===== src/tcst_pkg.sv =====
`default_nettype none
package tcst_pkg;

  localparam int unsigned DefMaxSlots = 16;

  // Input actions
  localparam logic [3:0] ACT_HELLO   = 4'd0;
  localparam logic [3:0] ACT_READY   = 4'd1;
  localparam logic [3:0] ACT_BYE     = 4'd2;
  localparam logic [3:0] ACT_PING    = 4'd3;
  localparam logic [3:0] ACT_PONG    = 4'd4;
  localparam logic [3:0] ACT_CPKT    = 4'd5;
  localparam logic [3:0] ACT_OTHER   = 4'd6;
  localparam logic [3:0] ACT_TUN     = 4'd7;
  localparam logic [3:0] ACT_TICK    = 4'd8;

  // Result kinds
  localparam logic [3:0] K_ACCEPTED  = 4'd0;
  localparam logic [3:0] K_BADPROTO  = 4'd1;
  localparam logic [3:0] K_BUSY      = 4'd2;
  localparam logic [3:0] K_WELCOME   = 4'd3;
  localparam logic [3:0] K_BADSESS   = 4'd4;
  localparam logic [3:0] K_PONG      = 4'd5;
  localparam logic [3:0] K_WRONGST   = 4'd6;
  localparam logic [3:0] K_TOTUN     = 4'd7;
  localparam logic [3:0] K_FORWARD   = 4'd8;
  localparam logic [3:0] K_UNREACH   = 4'd9;
  localparam logic [3:0] K_PING      = 4'd10;
  localparam logic [3:0] K_DISCONN   = 4'd11;
  localparam logic [3:0] K_ROLLBACK  = 4'd12;
  localparam logic [3:0] K_UNEXPECT  = 4'd13;
  localparam logic [3:0] K_TICKDONE  = 4'd14;

  // Slot states
  localparam logic [1:0] ST_FREE    = 2'd0;
  localparam logic [1:0] ST_WELCOME = 2'd1;
  localparam logic [1:0] ST_READY   = 2'd2;
  localparam logic [1:0] ST_QUIET   = 2'd3;

  localparam logic [7:0] NO_SLOT = 8'd255;

  // Register indexes
  localparam logic [2:0] R_MAXCL = 3'd0;
  localparam logic [2:0] R_TMO   = 3'd1;
  localparam logic [2:0] R_VER   = 3'd2;
  localparam logic [2:0] R_POOL4 = 3'd3;
  localparam logic [2:0] R_POOL6 = 3'd4;

  typedef enum logic [4:0] {
    S_IDLE = 5'b00001,
    S_SCAN = 5'b00010,
    S_EXEC = 5'b00100,
    S_OUT  = 5'b01000,
    S_FIN  = 5'b10000
  } state_e;

  // One result transaction
  typedef struct packed {
    logic [3:0]  kind;
    logic [7:0]  slot;
    logic [15:0] sess;
    logic        last;
  } res_t;

endpackage
`default_nettype wire


===== src/tcst_ram.sv =====
`default_nettype none
module tcst_ram #(
  parameter int unsigned Width = 8,
  parameter int unsigned Depth = 16
) (
  input  wire                                       clk_i,
  input  wire                                       we_i,
  input  wire [$clog2((Depth > 1) ? Depth : 2)-1:0] waddr_i,
  input  wire [Width-1:0]                           wdata_i,
  input  wire [$clog2((Depth > 1) ? Depth : 2)-1:0] raddr_i,
  output logic [Width-1:0]                          rdata_o
);
  logic [Width-1:0] mem_q [Depth];

  // Single write port, registered read.
  always_ff @(posedge clk_i) begin
    if (we_i) begin
      mem_q[waddr_i] <= wdata_i;
    end
    rdata_o <= mem_q[raddr_i];
  end
endmodule
`default_nettype wire


===== src/tunnel_client_session_table_top.sv =====
// Channel | direction | handshake             | payload
// in      | input     | in_valid_i/in_stall_o  | action, slot_req, session_num, hello_ver,
//         |           |                        | now, dest_low, ip_family
// out     | output    | out_valid_o/out_stall_i| kind, slot, session_out, last
// cfg     | input     | APB psel/penable       | five registers at 4*i
//
// A tick visits each slot below the effective slot count in turn (read, decide,
// advance) and hands off any result for a slot before advancing; a hello scans
// one slot per cycle when its requested slot is taken, then claims the slot.
// Client messages and tunnel packets read the memories, then decide.
// The input is stalled from acceptance until the last result is taken.
// Reset frees every slot at once; a stalled result holds and the sequencer waits.
`default_nettype none
module tunnel_client_session_table_top
  import tcst_pkg::*;
#(
  parameter int unsigned MaxSlots = DefMaxSlots
) (
  input  wire          clk_i,
  input  wire          rst_ni,
  input  wire          in_valid_i,
  output logic         in_stall_o,
  input  wire [3:0]    action_i,
  input  wire [7:0]    slot_req_i,
  input  wire [15:0]   session_num_i,
  input  wire [15:0]   hello_ver_i,
  input  wire [31:0]   now_i,
  input  wire [31:0]   dest_low_i,
  input  wire          ip_family_i,
  output logic         out_valid_o,
  input  wire          out_stall_i,
  output logic [3:0]   kind_o,
  output logic [7:0]   slot_o,
  output logic [15:0]  session_out_o,
  output logic         last_o,
  input  wire          psel,
  input  wire          penable,
  input  wire          pwrite,
  input  wire [4:0]    paddr,
  input  wire [31:0]   pwdata,
  output logic [31:0]  prdata,
  output logic         pready
);
  localparam int unsigned IdxW = (MaxSlots > 1) ? $clog2(MaxSlots) : 1;
  localparam int unsigned CntW = $clog2(MaxSlots + 1);

  // Configuration registers
  logic [4:0]  maxcl_q;
  logic [15:0] tmo_q, ver_q;
  logic [31:0] pool4_q, pool6_q;
  logic [2:0]  ridx;
  assign ridx = paddr[4:2];
  assign pready = 1'b1;

  always_ff @(posedge clk_i or negedge rst_ni) begin
    if (!rst_ni) begin
      maxcl_q <= 5'd16;
      tmo_q   <= 16'd60;
      ver_q   <= '0;
      pool4_q <= '0;
      pool6_q <= '0;
    end else if (psel && penable && pwrite) begin
      unique case (ridx)
        R_MAXCL: maxcl_q <= pwdata[4:0];
        R_TMO:   tmo_q   <= pwdata[15:0];
        R_VER:   ver_q   <= pwdata[15:0];
        R_POOL4: pool4_q <= pwdata;
        R_POOL6: pool6_q <= pwdata;
        default: ;
      endcase
    end
  end

  always_comb begin
    unique case (ridx)
      R_MAXCL: prdata = {27'd0, maxcl_q};
      R_TMO:   prdata = {16'd0, tmo_q};
      R_VER:   prdata = {16'd0, ver_q};
      R_POOL4: prdata = pool4_q;
      R_POOL6: prdata = pool6_q;
      default: prdata = '0;
    endcase
  end

  // Effective slot count
  logic [8:0] used;
  assign used = ({4'd0, maxcl_q} > 9'(MaxSlots)) ? 9'(MaxSlots) : {4'd0, maxcl_q};

  // Captured transaction
  logic [3:0]  act_q;
  logic [7:0]  cid_q;
  logic [15:0] sess_q;
  logic [31:0] now_q, dest_q;
  logic        fam_q;

  state_e st_q, st_d;
  logic [IdxW-1:0] idx_q, idx_d;         // slot under work
  logic [CntW-1:0] cnt_q, cnt_d;         // scan position
  logic            rd_wait_q, rd_wait_d; // RAM read in flight
  logic [1:0]      state_q [MaxSlots];
  res_t            res_q, res_d;
  logic            res_v_q, res_v_d;
  logic            done_q, done_d;       // no more work after result

  // Session and time memories
  logic [IdxW-1:0] ram_wa, ram_ra;
  logic [15:0]     sess_wd, sess_rd;
  logic [31:0]     time_wd, time_rd;
  logic            sess_we, time_we;

  tcst_ram #(.Width(16), .Depth(MaxSlots)) u_sess (
    .clk_i(clk_i), .we_i(sess_we), .waddr_i(ram_wa), .wdata_i(sess_wd),
    .raddr_i(ram_ra), .rdata_o(sess_rd));
  tcst_ram #(.Width(32), .Depth(MaxSlots)) u_time (
    .clk_i(clk_i), .we_i(time_we), .waddr_i(ram_wa), .wdata_i(time_wd),
    .raddr_i(ram_ra), .rdata_o(time_rd));

  assign in_stall_o  = (st_q != S_IDLE);
  assign out_valid_o = res_v_q;
  assign kind_o        = res_q.kind;
  assign slot_o        = res_q.slot;
  assign session_out_o = res_q.sess;
  assign last_o        = res_q.last;

  logic in_acc, out_acc;
  assign in_acc  = in_valid_i && !in_stall_o;
  assign out_acc = res_v_q && !out_stall_i;

  // Shared arithmetic: pool offset and tick ageing
  logic [31:0] off, diff;
  logic        off_ok;
  logic [1:0]  ost, ist;
  assign off    = dest_q - (fam_q ? pool6_q : pool4_q);
  assign diff   = now_q - time_rd;
  assign off_ok = off < {23'd0, used};
  assign ost    = state_q[off[IdxW-1:0]];
  assign ist    = state_q[idx_q];

  // A tunnel packet reads the session of its offset slot.
  assign ram_ra = (act_q == ACT_TUN) ? off[IdxW-1:0] : idx_q;
  assign ram_wa = idx_q;
  assign sess_wd = now_q[31:16] ^ now_q[15:0];
  assign time_wd = now_q;

  // Tunnel packet: reachable only through a live slot inside the pool
  logic tun_fail;
  assign tun_fail = !(off_ok && (ost == ST_READY || ost == ST_QUIET));

  // Sequencer combinational decisions
  logic        st_we;
  logic [1:0]  st_wd;
  logic        emit;
  res_t        emit_r;
  logic        emit_done;

  always_comb begin
    st_d      = st_q;
    idx_d     = idx_q;
    cnt_d     = cnt_q;
    rd_wait_d = 1'b0;
    res_v_d   = res_v_q;
    done_d    = done_q;
    res_d     = res_q;
    st_we     = 1'b0;
    st_wd     = ST_FREE;
    sess_we   = 1'b0;
    time_we   = 1'b0;
    emit      = 1'b0;
    emit_r    = '{kind: K_UNEXPECT, slot: NO_SLOT, sess: 16'd0, last: 1'b1};
    emit_done = 1'b1;
    unique case (st_q)
      S_IDLE: begin
        // Accept a transaction and pick its first step
        if (in_acc) begin
          cnt_d     = '0;
          idx_d     = '0;
          rd_wait_d = 1'b1;
          res_d     = '{kind: K_UNEXPECT, slot: NO_SLOT, sess: 16'd0, last: 1'b1};
          priority if (action_i == ACT_HELLO) begin
            if (hello_ver_i != ver_q) begin
              res_d.kind = K_BADPROTO; res_v_d = 1'b1; done_d = 1'b1; st_d = S_OUT;
            end else if ({1'b0, slot_req_i} < used &&
                         state_q[slot_req_i[IdxW-1:0]] == ST_FREE) begin
              idx_d = slot_req_i[IdxW-1:0]; st_d = S_EXEC;
            end else begin
              st_d = S_SCAN;
            end
          end else if (action_i >= ACT_READY && action_i <= ACT_CPKT) begin
            res_d.kind = K_BADSESS;
            idx_d = slot_req_i[IdxW-1:0];
            if ({1'b0, slot_req_i} < used) st_d = S_EXEC;
            else begin
              res_v_d = 1'b1; done_d = 1'b1; st_d = S_OUT;
            end
          end else if (action_i == ACT_TUN || action_i == ACT_TICK) begin
            st_d = S_EXEC;
          end else begin
            res_v_d = 1'b1; done_d = 1'b1; st_d = S_OUT;
          end
        end
      end
      S_SCAN: begin
        // Hello slot search, one slot per cycle
        if ({{(9-CntW){1'b0}}, cnt_q} >= used) begin
          emit = 1'b1;
          emit_r.kind = K_BUSY;
          st_d = S_OUT;
        end else if (state_q[cnt_q[IdxW-1:0]] == ST_FREE) begin
          idx_d = cnt_q[IdxW-1:0];
          st_d = S_EXEC;
        end else begin
          cnt_d = cnt_q + 1'b1;
        end
      end
      S_EXEC: begin
        if (rd_wait_q && act_q != ACT_HELLO) begin
          // Memory read in flight
          st_d = S_EXEC;
        end else if (act_q == ACT_HELLO) begin
          sess_we = 1'b1; time_we = 1'b1; st_we = 1'b1; st_wd = ST_WELCOME;
          emit = 1'b1;
          emit_r = '{kind: K_WELCOME, slot: 8'(idx_q), sess: sess_wd, last: 1'b1};
          st_d = S_OUT;
        end else if (act_q == ACT_TUN) begin
          emit = 1'b1;
          if (tun_fail) emit_r = '{kind: K_UNREACH, slot: NO_SLOT, sess: 16'd0, last: 1'b1};
          else emit_r = '{kind: K_FORWARD, slot: off[7:0], sess: sess_rd, last: 1'b1};
          st_d = S_OUT;
        end else if (act_q == ACT_TICK) begin
          if ({{(9-CntW){1'b0}}, cnt_q} >= used) begin
            emit = 1'b1;
            emit_r.kind = K_TICKDONE;
            st_d = S_OUT;
          end else if (ist == ST_FREE) begin
            st_d = S_FIN;
          end else if (diff[31]) begin
            time_we = 1'b1; st_we = (ist == ST_QUIET); st_wd = ST_READY;
            emit = 1'b1; emit_done = 1'b0;
            emit_r = '{kind: K_ROLLBACK, slot: 8'(idx_q), sess: sess_rd, last: 1'b0};
            st_d = S_OUT;
          end else if (diff > {16'd0, tmo_q}) begin
            st_we = 1'b1; st_wd = ST_FREE;
            emit = 1'b1; emit_done = 1'b0;
            emit_r = '{kind: K_DISCONN, slot: 8'(idx_q), sess: sess_rd, last: 1'b0};
            st_d = S_OUT;
          end else if (diff > {17'd0, tmo_q[15:1]}) begin
            st_we = 1'b1; st_wd = ST_QUIET;
            emit = 1'b1; emit_done = 1'b0;
            emit_r = '{kind: K_PING, slot: 8'(idx_q), sess: sess_rd, last: 1'b0};
            st_d = S_OUT;
          end else begin
            st_d = S_FIN;
          end
        end else begin
          // Session-checked client messages
          if (ist == ST_FREE || sess_rd != sess_q) begin
            emit = 1'b1;
            emit_r = '{kind: K_BADSESS, slot: cid_q, sess: 16'd0, last: 1'b1};
          end else begin
            time_we = 1'b1;
            emit = 1'b1;
            emit_r.slot = cid_q;
            emit_r.sess = sess_rd;
            if (ist == ST_QUIET) begin
              st_we = 1'b1; st_wd = ST_READY;
            end
            unique case (act_q)
              ACT_READY: begin
                if (ist != ST_WELCOME) emit_r.kind = K_WRONGST;
                else begin
                  emit_r.kind = K_ACCEPTED; st_we = 1'b1; st_wd = ST_READY;
                end
              end
              ACT_BYE: begin
                emit_r.kind = K_ACCEPTED; st_we = 1'b1; st_wd = ST_FREE;
              end
              ACT_PING: emit_r.kind = K_PONG;
              ACT_PONG: emit_r.kind = K_ACCEPTED;
              default: emit_r.kind = (ist == ST_QUIET || ist == ST_READY) ?
                                     K_TOTUN : K_WRONGST;
            endcase
          end
          st_d = S_OUT;
        end
      end
      S_FIN: begin
        // Tick: advance to the next slot or finish
        if ({{(9-CntW){1'b0}}, cnt_q} + 9'd1 >= used) begin
          emit = 1'b1;
          emit_r.kind = K_TICKDONE;
          st_d = S_OUT;
        end else begin
          cnt_d = cnt_q + 1'b1;
          idx_d = IdxW'(cnt_q + 1'b1);
          rd_wait_d = 1'b1;
          st_d = S_EXEC;
        end
      end
      S_OUT: begin
        if (out_acc) begin
          res_v_d = 1'b0;
          st_d = done_q ? S_IDLE : S_FIN;
        end
      end
      default: st_d = S_IDLE;
    endcase
    // Load a new result transaction
    if (emit) begin
      res_d   = emit_r;
      res_v_d = 1'b1;
      done_d  = emit_done;
    end
  end

  // Sequencer registers
  always_ff @(posedge clk_i or negedge rst_ni) begin
    if (!rst_ni) begin
      st_q      <= S_IDLE;
      res_v_q   <= 1'b0;
      res_q     <= '0;
      rd_wait_q <= 1'b0;
      idx_q     <= '0;
      cnt_q     <= '0;
      done_q    <= 1'b0;
      for (int k = 0; k < MaxSlots; k++) state_q[k] <= ST_FREE;
    end else begin
      st_q      <= st_d;
      res_v_q   <= res_v_d;
      res_q     <= res_d;
      rd_wait_q <= rd_wait_d;
      idx_q     <= idx_d;
      cnt_q     <= cnt_d;
      done_q    <= done_d;
      if (st_we) state_q[idx_q] <= st_wd;
    end
  end

  // Transaction capture
  always_ff @(posedge clk_i) begin
    if (in_acc) begin
      act_q  <= action_i;
      cid_q  <= slot_req_i;
      sess_q <= session_num_i;
      now_q  <= now_i;
      dest_q <= dest_low_i;
      fam_q  <= ip_family_i;
    end
  end

  // Assertions
  a_stall_busy: assert property (@(posedge clk_i) disable iff (!rst_ni)
    (st_q != S_IDLE) |-> in_stall_o) else $error("accepted while busy");
  a_out_only_busy: assert property (@(posedge clk_i) disable iff (!rst_ni)
    out_valid_o |-> (st_q == S_OUT)) else $error("result outside output state");
  a_last_idle: assert property (@(posedge clk_i) disable iff (!rst_ni)
    (out_acc && last_o) |=> (st_q == S_IDLE)) else $error("work after last result");
endmodule
`default_nettype wire


===== config.mk =====
export PLATFORM = sky130hd
export DESIGN_NAME = tunnel_client_session_table_top
export DESIGN_NICKNAME = d
export VERILOG_FILES = /design/src/tcst_pkg.sv /design/src/tcst_ram.sv /design/src/tunnel_client_session_table_top.sv
export SDC_FILE = /design/constraint.sdc
export NUM_CORES = 1
export LEC_CHECK = 0
export BUFFER_PORTS_ARGS = -buffer_cell sky130_fd_sc_hd__buf_4
export CAP_MARGIN = 20
export CELL_PAD_IN_SITES_DETAIL_PLACEMENT = 1
export CELL_PAD_IN_SITES_GLOBAL_PLACEMENT = 1
export CORE_UTILIZATION = 47
export DETAILED_ROUTE_END_ITERATION = 16
export PLACE_DENSITY_LB_ADDON = 0.1
export SYNTH_ARGS = -nofsm -noshare
export SYNTH_HDL_FRONTEND = slang
export SYNTH_HIERARCHICAL = 1
export SYNTH_SLANG_ARGS = --single-unit

===== constraint.sdc =====
create_clock -name clk_i -period 6 [get_ports clk_i]
set_input_delay 0.3 -clock clk_i [delete_from_list [all_inputs] [get_ports clk_i]]
set_output_delay 0.3 -clock clk_i [all_outputs]
set_load 0.01 [all_outputs]

# Word-level counts from Yosys, hierarchy flattened
# Memories as Yosys holds them, arrays and structs flattened. A register that Yosys moved wholly into a read port is not among the register bits.
# Index checks and enable logic that the tools add are counted.
# op_classes
add_sub_neg,4
order_cmp,14
n_eq_ne,40
mux,158
bitwise,5
n_reduce_logical,38
# op_table
operator,n
$mux W29,7
$pmux W32 S5,1
$mux W28,5
$mux W5,21
$mux W4,18
$sub A32 B32 Y32,2
$mux W1,61
$mux W25,2
$mux W2,23
$bmux W2 S4,4
$bwmux W32,1
$gt A32 B15 Y1,1
$gt A32 B16 Y1,1
$lt A32 B5 Y1,1
$mux W32,1
$ne A16 B16 Y1,2
$mux W26,1
$pmux W5 S5,1
$pmux W4 S3,2
$ge A5 B5 Y1 const B,4
$not A4 Y5,4
$xor A16 B16 Y16,1
$pmux W5 S3,1
$reduce_and A5 Y1,3
other kinds (48),91
# totals
register_bits,272
mem_bits_rw,768
output_inout_bits,64
memories,2
# memory_table
name,depth,width,rd,rd_ports_with_merged_regs,write_ports,line,source
u_time.mem_q,16,32,1,1,1,tcst_ram.sv:13,logic [Width-1:0] mem_q [Depth];
u_sess.mem_q,16,16,1,1,1,tcst_ram.sv:13,

# Depth between registers and ports, before layout
# logic_depth
word_depth,15
ltp_mapped,23

# Hierarchy
# Netlist, hierarchy kept.
# by_module_without_submodules
mod,instances,cells_per_inst,area_per_inst_um2,seq_area_each_um2
tcst_ram at u_time,1,838,19835.3,16015.4
tunnel_client_session_table_top,1,1905,18844.3,7279.5
tcst_ram at u_sess,1,432,10043.4,8007.7

# Worst setup path before layout
# Ideal clock, no wire load.
# synth_path
path_kind,flip-flop to flip-flop
from,reg now_q[6]
to,"mem u_time.mem_q[0][0], enable pin"
setup_ps,461
arrival_ps,5461
t_required_ps,5539
slack_ps,78
stages_incl_launch_ff,12
synth_period_minus_slack_ps,5922
cell_sequence,edfxtp_1 > ha_1 > o21ai_0 > a2111oi_1 > o41ai_2 > and3_1 > o21ai_0 > xor2_1 > a211oi_1 > nor2_1 > or3b_2 > nor3_1
# synth_via
elab_chain_len,11
# synth_lines
element,line,source
"start, declared",tunnel_client_session_table_top.sv:93,"logic [31:0] now_q, dest_q;"
"start signal, assigned",tunnel_client_session_table_top.sv:344,now_q <= now_i;
$sub A32 B32 Y32,tunnel_client_session_table_top.sv:134,assign diff = now_q - time_rd;
$mux W1,tunnel_client_session_table_top.sv:236,end else if (diff[31]) begin
$mux W1,tunnel_client_session_table_top.sv:234,end else if (ist == ST_FREE) begin
$mux W1,tunnel_client_session_table_top.sv:230,"if ({{(9-CntW){1'b0}}, cnt_q} >= used) begin"
$mux W1,tunnel_client_session_table_top.sv:229,end else if (act_q == ACT_TICK) begin
$mux W1,tunnel_client_session_table_top.sv:224,end else if (act_q == ACT_TUN) begin
$mux W1,tunnel_client_session_table_top.sv:219,end else if (act_q == ACT_HELLO) begin
$mux W1,tunnel_client_session_table_top.sv:216,if (rd_wait_q && act_q != ACT_HELLO) begin
$mux W1,tunnel_client_session_table_top.sv:171,unique case (st_q)
net time_we,tunnel_client_session_table_top.sv:109,"logic sess_we, time_we;"
$mux W1,tcst_ram.sv:17,if (we_i) begin
$mux W1 (not written as such),tcst_ram.sv:18,mem_q[waddr_i] <= wdata_i;
"end, declared",tcst_ram.sv:13,
# The timed path passes the listed nets, and every way through them passes these cells.

# Worst setup path in the final report
# layout_path
from,reg fam_q
to,reg res_q (netlist bit slot_o[4])
# layout_via
elab_chain_len,15
# layout_lines
element,line,source
"start, declared",tunnel_client_session_table_top.sv:94,logic fam_q;
"start signal, assigned",tunnel_client_session_table_top.sv:346,fam_q <= ip_family_i;
$mux W32 (*),tunnel_client_session_table_top.sv:133,assign off = dest_q - (fam_q ? pool6_q : pool4_q);
$sub A32 B32 Y32 (*),tunnel_client_session_table_top.sv:133,
$not A4 Y5 (not written as such),tunnel_client_session_table_top.sv:136,assign ost = state_q[off[IdxW-1:0]];
$bmux W2 S4,tunnel_client_session_table_top.sv:136,
$mux W2 (not written as such) (2 in series),tunnel_client_session_table_top.sv:136,
$eq A2 B2 Y1,tunnel_client_session_table_top.sv:147,assign tun_fail = !(off_ok && (ost == ST_READY || ost == ST_QUIET));
$logic_or A1 B1 Y1,tunnel_client_session_table_top.sv:147,
$logic_and A1 B1 Y1,tunnel_client_session_table_top.sv:147,
$mux W26 (*),tunnel_client_session_table_top.sv:226,"if (tun_fail) emit_r = '{kind: K_UNREACH, slot: NO_SLOT, sess: 16'd0, last: 1'b1};"
$mux W29 (*),tunnel_client_session_table_top.sv:224,
$mux W29 (*),tunnel_client_session_table_top.sv:219,
$mux W29 (*),tunnel_client_session_table_top.sv:216,
$mux W25 (*),tunnel_client_session_table_top.sv:171,
$mux W29 (*),tunnel_client_session_table_top.sv:308,if (emit) begin
"end signal, assigned",tunnel_client_session_table_top.sv:329,res_q <= res_d;
"end, declared",tunnel_client_session_table_top.sv:101,"res_t res_q, res_d;"
# Mark *: on every way between the ends. The rest lies on a longest branch, timed or not. The select of a mux whose other input is x is not followed.
# A chain may end at the register's enable or synchronous reset.

==> summary.md <==
| Metric | Value |
|---|---|
| Outcome | complete, no violations |
| Worst hold margin | about 130 ps |
| Layout cell share with drive strength beyond 1 | between 20% and 30% |
| Setup crit end | slot_o[4] |
| Final hold viol count | 0 |
| Final setup TNS | 0 ps |
| M3 GR Usage | roughly 3.3% |
| FMAX | 177 MHz |
| Largest family of logic cells by synthesized area | multiplexers |
| Internal reg-to-reg setup slack | between 300 and 400 ps |
| Peak supply drop | between 0.3 and 0.4 mV |
| Post-placement cell area | about 53,000 um2 |
| Count of flip-flops with a built-in enable after synthesis | between 800 and 900 |
| Mux share of post-synthesis cell area | roughly 14% |
| Design Area, Final | a little under 60,000 um2 |
| Final Setup Violations | 0 |
| Worst hold path type | input port to flip-flop |
| R2r endpoint | slot_o[4] |
| CTS Root Cell | clkbuf_16 |
| Num Clock Sinks | 1,088 |
| Post-Synth Simple-Gate Area | between 6 and 7% |
| Vias/cell | about 6.1 |
| Fin crit share | a little over nine tenths |
| Max Cap Violations | 0 |
| Most frequent cells in the layout | edfxtp_1, buf_4, mux4_2, nand2_1, dfrtp_1 |
| First-pass DRT Iterations | 5 |
| Worst skew pair latency | 720 ps |
| Total GRT Usage | 27.9% |
| Starting Density | between 40% and 50% |
| GR Layer Usage met1 | around 38% |
| Largest net degree at the start of global routing | between 80 and 90 |
| Routability congestion estimate | between 0.8 and 0.9 |
| Setup crit start kind | flip-flop |
| Yosys cell types | between 90 and 100 |
| Vias | ~31,000 |
| Clock Skews | roughly 31 ps |
| Mapped Area | about 49,000 um2 |
| Clock Path Buffers | 3 |
| Row count | 117 |
| #FFs+latches synth | roughly 1,100 |
| Max Slew Vio Count | 0 |
| Post-Syn Nets | 3,442 |
| Cts bufs inserted | 113 |
| Worst r2r src | fam_q |
| Commonest non-fill, non-tap cell in the layout | edfxtp_1 |
| Worst-Margin Slew | approximately 1200 ps |
| Core area | approximately 100,000 um2 |
| CP Launch Point | fam_q |
| Most used routing layer | met2 |
| Synth Area in XOR/XNOR | under 10% |
| Relative slew slack | about a fifth |
| Routed wire length | 147,000 um |
| Post-Synth Adder-Cell Area | under 10% |
| Total Die Area | approximately 100,000 um2 |
| Drt wl/cell | 28.9 um |
| DP HPWL | 98,600 um |
| Final #Nets | between 3,000 and 4,000 |
| Met2 Use GR | between 40% and 50% |
| Area grow syn2layout | 18.6% |
| Yosys synthesis warning count | 6 |
| Crit Path Class | flip-flop to flip-flop |
| Worst Path Max Fanout | 6 |
| Post-synth ARST share | roughly 16% |
| CTS tree | yes |
| ANT nets after route | 0 |
| Minimum clock period | between 5000 and 6000 ps |
| PortBufs | 213 |
| R2r worst-path depth | 17 |
| Worst EP arrival | slightly above 6000 ps |
| Primary FF master, synth | edfxtp_1 |
| Unrepaired setup endpoints after global routing | no |
| Mapped Avg Cell Area | 15.3 um2 |
| DIE WIDTH | 324 um |
| Die extent in y | 324 um |
| Cells after Synth | between 3,000 and 4,000 |
| Iteration-0 DRC Markers | between 2,000 and 2,500 |
| Vias in the first global route | roughly 33,000 |
| WP data required | approximately 6500 ps |
| Post-route DRC | 0 |
| Total global routing overflow | 0 |
| First-pass GRT wire length | 215,000 um |
| Initial antenna violation count | 3 |
| Seq/Total Area, Yosys | 64.2% |
| Power per cell area | about 430 nW/um2 |
| Synth Area in Compound Gates | 9.13% |
| CTS clk-pin slew, worst paths | about 60 ps |
| # IOs | 217 |
| Htree depth | 3 |
| Crit. End Element | flip-flop |
| Lkg Pwr | between 20 and 25 nW |
-- per-layer routing --
metal  part of all wire, %  routed length, um  up-vias
met3                   4.8               7110      214
met5                 0.018                 27        -
met4                   2.4               3450        4
met2                    50              73300      857
met1                    43              62700    16400
li1                      -                  -    13500
-- cells by family after synthesis --
kind of cell,count (synthesis)
buf+inv,262
compound gates,636
fa+ha+maj,114
xor+xnor,77
mux,397
other cells,1
flops,1088
simple gates,600
-- registers in the layout (all words and copies together) (netlist names), 5 cells and up --
name	cells
u_sess/mem_q	256
state_q	32
ver_q	16
u_time/rdata_o	32
cnt_q	5
maxcl_q	5
now_q	32
u_sess/rdata_o	16
cid_q	8
u_time/mem_q	512
pool6_q	32
pool4_q	32
session_out_o	16
dest_q	32
tmo_q	16
st_q	5
slot_o	8
sess_q	16
-- worst max-delay path: stages (launching register included) --
cell and delay (ps):
edfxtp_1 570, mux2_2 320, ha_1 160, inv_1 60
fa_1 450, a21o_1 210, a21oi_1 180, xnor2_1 110
ha_1 280, a21oi_1 130, o21ai_0 100, a2111oi_0 510
or4b_1 470, or4_1 410, or4_4 570, or3_1 380
o31ai_1 460, o41ai_1 110
-- worst min-delay path by stage --
stage	slack (ps)	from	cells after the start	end
floorplan	4	rst_ni	0	cnt_q[0]
finish	130	in_valid_i	5	st_q[0]
CTS	80	in_valid_i	5	st_q[0]
global route	180	in_valid_i	5	out_valid_o
detailed placement	400	rst_ni	1	session_out_o[9]
global placement	380	rst_ni	1	session_out_o[8]
-- timing repair --
item | 4_1_cts | 5_1_grt
gates resized for setup | 1 | 7
pin swaps | 0 | 0
hold buffers | 127 | 0
buffers inserted | 0 | 1
setup endpoints to repair | 3 | 62
hold endpoints to repair | 272 | 0
-- final cells by class --
class | instances | area [um2]
Multi-Input combinational cell | 1825 | 16500
Clock inverter | 55 | 522
Clock buffer | 155 | 3100
Sequential cell | 1088 | 31300
Timing Repair Buffer | 476 | 4210
Antenna cell | 2 | 5.00
Inverter | 109 | 412
Fill cell | 9471 | 44500
Tap cell | 1368 | 1710
-- metrics by stage --
step	setup slack [ps]	cells	utilization, %	total power, W
5_1_grt	85.5	5077	56.5	0.0260
2_1_floorplan	78.1	3175	-	0.0150
6_report	350	5078	56.5	0.0249
4_1_cts	46.0	5073	56.4	0.0250
3_5_place_dp	56.2	4736	51.6	0.0180
3_3_place_gp	348	4732	51.6	0.0177
-- Yosys cell counts, types with 75 or more instances --
cell type	count	share of area, %
a21oi_1	137	1.4
a22oi_1	119	1.8
clkbuf_1	90	0.69
dfrtp_1	173	8.9
edfxtp_1	861	53
ha_1	112	2.9
inv_1	108	0.83
mux2_2	114	2.6
mux2i_1	75	1.5
mux4_2	198	9.2
nand2_1	186	1.4
nor2_1	123	0.95
o21ai_0	81	0.83
-- power breakdown --
part           switching, W  internal [W]  total, W  leakage, nW
combinational       0.00522       0.00324   0.00846         8.39
sequential         0.000466       0.00909   0.00956         10.5
clock               0.00292       0.00396   0.00688         1.76
Power figures use the tool's default switching activity.
